$ cat config.mk
export PLATFORM = sky130hd
export DESIGN_NAME = tgr_ctrl
export DESIGN_NICKNAME = d
export VERILOG_FILES = /design/src/rtl/tgr_pkg.sv /design/src/rtl/tgr_ctrl.sv
export SDC_FILE = /design/constraint.sdc
export NUM_CORES = 1
export LEC_CHECK = 0
export BUFFER_PORTS_ARGS = -buffer_cell sky130_fd_sc_hd__buf_2
export CORE_MARGIN = 2
export CORE_UTILIZATION = 29
export DETAILED_ROUTE_END_ITERATION = 8
export GPL_TIMING_DRIVEN = 1
export PLACE_DENSITY = 0.61
export SYNTH_ARGS = -nofsm -noshare
export SYNTH_HDL_FRONTEND = slang
export SYNTH_SLANG_ARGS = --single-unit
$ cat constraint.sdc
create_clock -name clk -period 1.5 [get_ports clk]
set_input_delay 0.075 -clock clk [delete_from_list [all_inputs] [get_ports clk]]
set_output_delay 0.075 -clock clk [all_outputs]
set_load 0.02 [all_outputs]
$ cat src/rtl/tgr_pkg.sv
// Shared constants, codes and command types for the trilinear grid resampler.
`default_nettype none

package tgr_pkg;

  // Grid geometry and number formats.
  localparam int GRID_DIM   = 32;
  localparam int FRAC_W     = 16;
  localparam int VALUE_W    = 32;
  localparam int AXIS_W     = $clog2(GRID_DIM);
  localparam int ADDR_W     = 3 * AXIS_W;
  localparam int DEPTH      = GRID_DIM * GRID_DIM * GRID_DIM;

  // Field and register widths.
  localparam int DEST_W     = 8;
  localparam int SCALE_W    = 22;
  localparam int SIZE_W     = 6;
  localparam int POS_W      = DEST_W + SCALE_W;
  localparam int CELL_W     = POS_W - FRAC_W;
  localparam int CIDX_W     = CELL_W + 1;
  localparam int CORNERS    = 8;
  localparam int CORNER_W   = 3;
  localparam int QCNT_W     = 4;
  localparam int PROD_W     = VALUE_W + FRAC_W + 2;
  localparam int CFG_IDX_W  = 3;
  localparam int CFG_DATA_W = 22;

  // Item operation codes.
  localparam logic OP_LOAD  = 1'b0;
  localparam logic OP_QUERY = 1'b1;

  // Configuration register indexes.
  localparam logic [CFG_IDX_W-1:0] CFG_SIZE_X  = 3'd0;
  localparam logic [CFG_IDX_W-1:0] CFG_SIZE_Y  = 3'd1;
  localparam logic [CFG_IDX_W-1:0] CFG_SIZE_Z  = 3'd2;
  localparam logic [CFG_IDX_W-1:0] CFG_SCALE_X = 3'd3;
  localparam logic [CFG_IDX_W-1:0] CFG_SCALE_Y = 3'd4;
  localparam logic [CFG_IDX_W-1:0] CFG_SCALE_Z = 3'd5;

  // Axis whose fraction feeds a blend.
  typedef enum logic [1:0] {
    AX_X = 2'd0,
    AX_Y = 2'd1,
    AX_Z = 2'd2
  } axis_t;

  // Commands from the controller to the datapath.
  typedef struct packed {
    logic                load;
    logic                capture;
    logic                coord;
    logic                fetch;
    logic [CORNER_W-1:0] corner;
    logic                blend;
    logic                last;
    axis_t               axis;
  } cmd_t;

endpackage

`default_nettype wire

$ cat src/rtl/tgr_ctrl.sv
// Controller: sequences coordinate, corner fetch and blend steps of a query.
`default_nettype none

module tgr_ctrl (
  input  wire logic          clk,
  input  wire logic          rst_n,
  input  wire logic          start,
  input  wire logic          op,
  output logic               busy,
  output tgr_pkg::cmd_t      cmd
);

  localparam int CORNER_W = tgr_pkg::CORNER_W;
  // Blend slot that waits for a y result before the z blend.
  localparam logic [CORNER_W-1:0] STEP_WAIT = 3'd6;
  localparam logic [CORNER_W-1:0] STEP_LAST = 3'd7;

  typedef enum logic [4:0] {
    ST_IDLE   = 5'b00001,
    ST_COORD  = 5'b00010,
    ST_FETCH  = 5'b00100,
    ST_BLEND  = 5'b01000,
    ST_FINISH = 5'b10000
  } state_t;

  state_t              state_r, state_nxt;
  logic [CORNER_W-1:0] cnt_r, cnt_nxt;
  logic                accept;

  assign busy   = (state_r != ST_IDLE);
  assign accept = start & ~busy;

  // Next state and step counter.
  always_comb begin
    state_nxt = state_r;
    cnt_nxt   = cnt_r;
    case (state_r)
      ST_IDLE: begin
        cnt_nxt = '0;
        if (accept && (op == tgr_pkg::OP_QUERY)) begin
          state_nxt = ST_COORD;
        end
      end
      ST_COORD: begin
        state_nxt = ST_FETCH;
      end
      ST_FETCH: begin
        cnt_nxt = cnt_r + CORNER_W'(1);
        if (cnt_r == STEP_LAST) begin
          state_nxt = ST_BLEND;
        end
      end
      ST_BLEND: begin
        cnt_nxt = cnt_r + CORNER_W'(1);
        if (cnt_r == STEP_LAST) begin
          state_nxt = ST_FINISH;
        end
      end
      ST_FINISH: begin
        state_nxt = ST_IDLE;
      end
      default: begin
        state_nxt = ST_IDLE;
      end
    endcase
  end

  always_ff @(posedge clk) begin
    if (!rst_n) begin
      state_r <= ST_IDLE;
      cnt_r   <= '0;
    end else begin
      state_r <= state_nxt;
      cnt_r   <= cnt_nxt;
    end
  end

  // Commands: four x blends, two y blends, a wait slot, then the z blend.
  always_comb begin
    cmd         = '0;
    cmd.load    = accept && (op == tgr_pkg::OP_LOAD);
    cmd.capture = accept && (op == tgr_pkg::OP_QUERY);
    cmd.coord   = (state_r == ST_COORD);
    cmd.fetch   = (state_r == ST_FETCH);
    cmd.corner  = cnt_r;
    cmd.blend   = (state_r == ST_BLEND) && (cnt_r != STEP_WAIT);
    cmd.last    = (cnt_r == STEP_LAST);
    if (cnt_r inside {[3'd0:3'd3]}) begin
      cmd.axis = tgr_pkg::AX_X;
    end else if (cnt_r inside {3'd4, 3'd5}) begin
      cmd.axis = tgr_pkg::AX_Y;
    end else begin
      cmd.axis = tgr_pkg::AX_Z;
    end
  end

endmodule

`default_nettype wire

==> summary.md <==
| Metric | Value |
|---|---|
| Synth async-reset ratio | 0% |
| CTS Buf Count | 3 |
| ANT cells | 0 |
| Worst Max-Slew Pin Slew | 0.321 ns |
| Yosys cell types | 28 |
| Placed Instance Area | between 500 and 600 µm² |
| Cells after Synth | 56 |
| Worst path bufs/invs | 1 |
| Status | finished clean |
| Top_reg_cell synth | dfxtp_1 |
| Tot Pwr | roughly 430 µW |
| Post-synth net total | between 60 and 70 |
| Gr usage total | 11.0% |
| Slowest cell delay on critical path | 0.36 ns |
| Skew-Pair Late Insertion Delay | 0.25 ns |
| Clock sinks | 8 |
| Num rows | 14 |
| Dpl ws | 0.120 ns |
| Multi-input gate area | about 340 µm² |
| Crit-path leading delay family | simple AND/OR/NAND/NOR gates |
| Peak supply drop | 0.307 mV |
| CP max FO | 6 |
| Width of the die | 45.3 µm |
| Final hold violations | 0 |
| Crit-path slowest cell | dfxtp_2 |
| Vias per cell | roughly 5.2 |
| DIE AREA | 0.00206 mm² |
| CTS tree | built |
| Drt initial violations | 5 |
| Initial Util | 31.8% |
| Synth Area in Compound Gates | 13.6% |
| Final Setup Violations | 0 |
| Largest net degree at the start of global routing | 9 |
| H-Tree Level Count | 1 |
| Most frequent cell after synthesis | dfxtp_1 |
| DRT Pass-1 Iters | 2 |
| CP Cell Sequence | nor4_4 > and4_1 > buf_4 |
| Post-synthesis xor/xnor area fraction | 1.77% |
| Fin cells | between 80 and 90 |
| Hold Buf Count CTS | 0 |
| Fill count | about 140 |
| Power Dens Cells | 640 mW/mm² |
| Final slew viol count | 0 |
| Cells after DPL | 84 |
| Vias in the first global route | around 400 |
| CTS root buf | clkbuf_4 |
| Fin crit period | 1.46 ns |
| Max cap viols | 0 |
| Synth top area share | 32.3% |
| Most area-hungry cell type in the Yosys netlist | dfxtp_1 |
| Synth-to-Final Area Change | 34.8% |
| I/O Buffers | 15 |
| Seq cells post-synth | 8 |
| Worst setup SP type | flop |
| Number of I/O pins | 16 |
| Static leakage | 0.000278 µW |
| Post-Syn Area | 495 µm² |
| Simple-Gate Fraction of Synth Area | 26.5% |
| Worst slew margin | 78.5% |
| WL/cell | approximately 13 µm |
| Area of the core | 0.00156 mm² |
| Tcrit/Tclk final | 97.7% |
| Reg clk slew, reported paths | 0.05 ns |
| Synth cell count leaders | dfxtp_1, ha_1, nand2_1 |
| Wire length of the first global-routing pass | 1.59 mm |
| DRC viols | 0 |
| Yosys warning count | 0 |
| Post-DP HPWL | 794 µm |
| Final WS setup | 0.0351 ns |
| Number of synthesized flops with an enable pin | 0 |
| GPL Wtd Cong | 0.744 |
| Highest clock rate | 683 MHz |
| Largest family of logic cells by synthesized area | simple AND/OR/NAND/NOR gates |
| Data arrival, critical path | 1.39 ns |
| Clock skew | 0.00350 ns |
| Clock Tree Buf Depth | 2 |
| Initial antenna violation count | 0 |
| RSZ-0062 raised after global routing | true |
| Worst Hold Class | primary input to flop |
| Die Ht | approximately 45 µm |
| Fin nets | 84 |
| Worst EP required | 1.42 ns |
| Adder-cell area share of the yosys netlist | 15.2% |
| Reg area | 173 µm² |
| Design Area, Final | approximately 670 µm² |
| Post-synthesis mux area share | under 10% |
| Grt total ovfl | 0 |
| Sequential fraction of the synthesis area | 32.3% |
| Setup TNS | 0 ns |
| CP endpoint kind | output port |
| Area contributors post-synth | dfxtp_1, ha_1, nor4_1 |
| Post-Route WL | 1.12 mm |
| Synthesized area per cell | 8.85 µm² |
| Vias | 461 |
| Antenna-violating nets left | 0 |
| Critical path type | flop to output port |
| Fraction of layout cells with a size suffix above 1 | 51.4% |
[placed cells by master, fill, tap and decap left out]
cell type  instances
a211oi_2           1
a21oi_2            1
and2_1             1
and4_1             1
buf_2             11
buf_4              5
clkbuf_4           3
dfxtp_1            2
dfxtp_2            4
dfxtp_4            2
ha_1               4
ha_2               2
inv_1              5
mux2_2             1
nand2_1            6
nand2b_1           2
nand3_1            1
nor2_1             2
nor2_2             1
nor3_1             2
nor3b_2            1
nor4_1             2
nor4_2             1
nor4_4             1
o21a_1             1
o22ai_1            1
o2bb2ai_1          1
o31ai_1            1
o32ai_1            1
o32ai_2            1
or2_4              1
or2b_1             1
or3_4              1
xnor2_1            1
[sequential cells by signal, indices dropped and copies added (netlist names)]
signal and count:
state_r 5, cnt_r 3
[timing repair]
| action | in CTS | in global routing |
|---|---|---|
| pin swaps | 0 | 4 |
| buffers inserted | 0 | 1 |
| resized for setup | 5 | 14 |
| cloned | 0 | 0 |
| endpoints found under the setup margin | 5 | 5 |
[cells by family (layout without fill, tap and decap cells)]
kind of cell    after synthesis  after routing
fa+ha+maj                     6              6
buf+inv                       8             24
flops                         8              8
compound gates                8              8
xor+xnor                      1              1
mux                           1              1
simple gates                 24             24
[metrics by stage]
step	hold slack, ns	utilization, %
after floorplan	0.201	-
after global placement	0.319	37.0
after detailed placement	0.322	37.0
after CTS	0.0564	39.8
after global routing	0.0617	42.9
final	0.0618	42.9
[final timing paths]
| kind | start | end | slack [ns] | depth (start not counted) |
|---|---|---|---|---|
| max | state_r[3] | cmd[9] | 0.04 | 3 |
| min | rst_n | state_r[0] | 0.06 | 2 |
| max reg2reg | state_r[1] | cnt_r[2] | 0.05 | 4 |
| min reg2reg | cnt_r[2] | cnt_r[2] | 0.52 | 2 |
[area by class of cell]
type / count / area share [%]
multi-input cells: 40 / 51.1
repair buffers: 16 / 13.9
inverters: 5 / 2.81
well taps: 16 / 3.00
flip-flops and latches: 8 / 25.8
clock buffers: 3 / 3.37
[power breakdown]
group / internal, µW / switching, µW / total [µW]
Clock: 91.5 / 72.7 / 164
Combinational: 21.0 / 26.9 / 47.9
Sequential: 212 / 3.49 / 216
Total: 325 / 103 / 428
[routing by layer]
metal  wire (µm)  global-route usage, %  up-vias
met3          36                   4.80        2
met5           0                      0        -
li1            -                      -      229
met4          11                   5.29        0
met2         619                   17.4        8
met1         448                   12.5      222
Power figures use the tool's default switching activity.
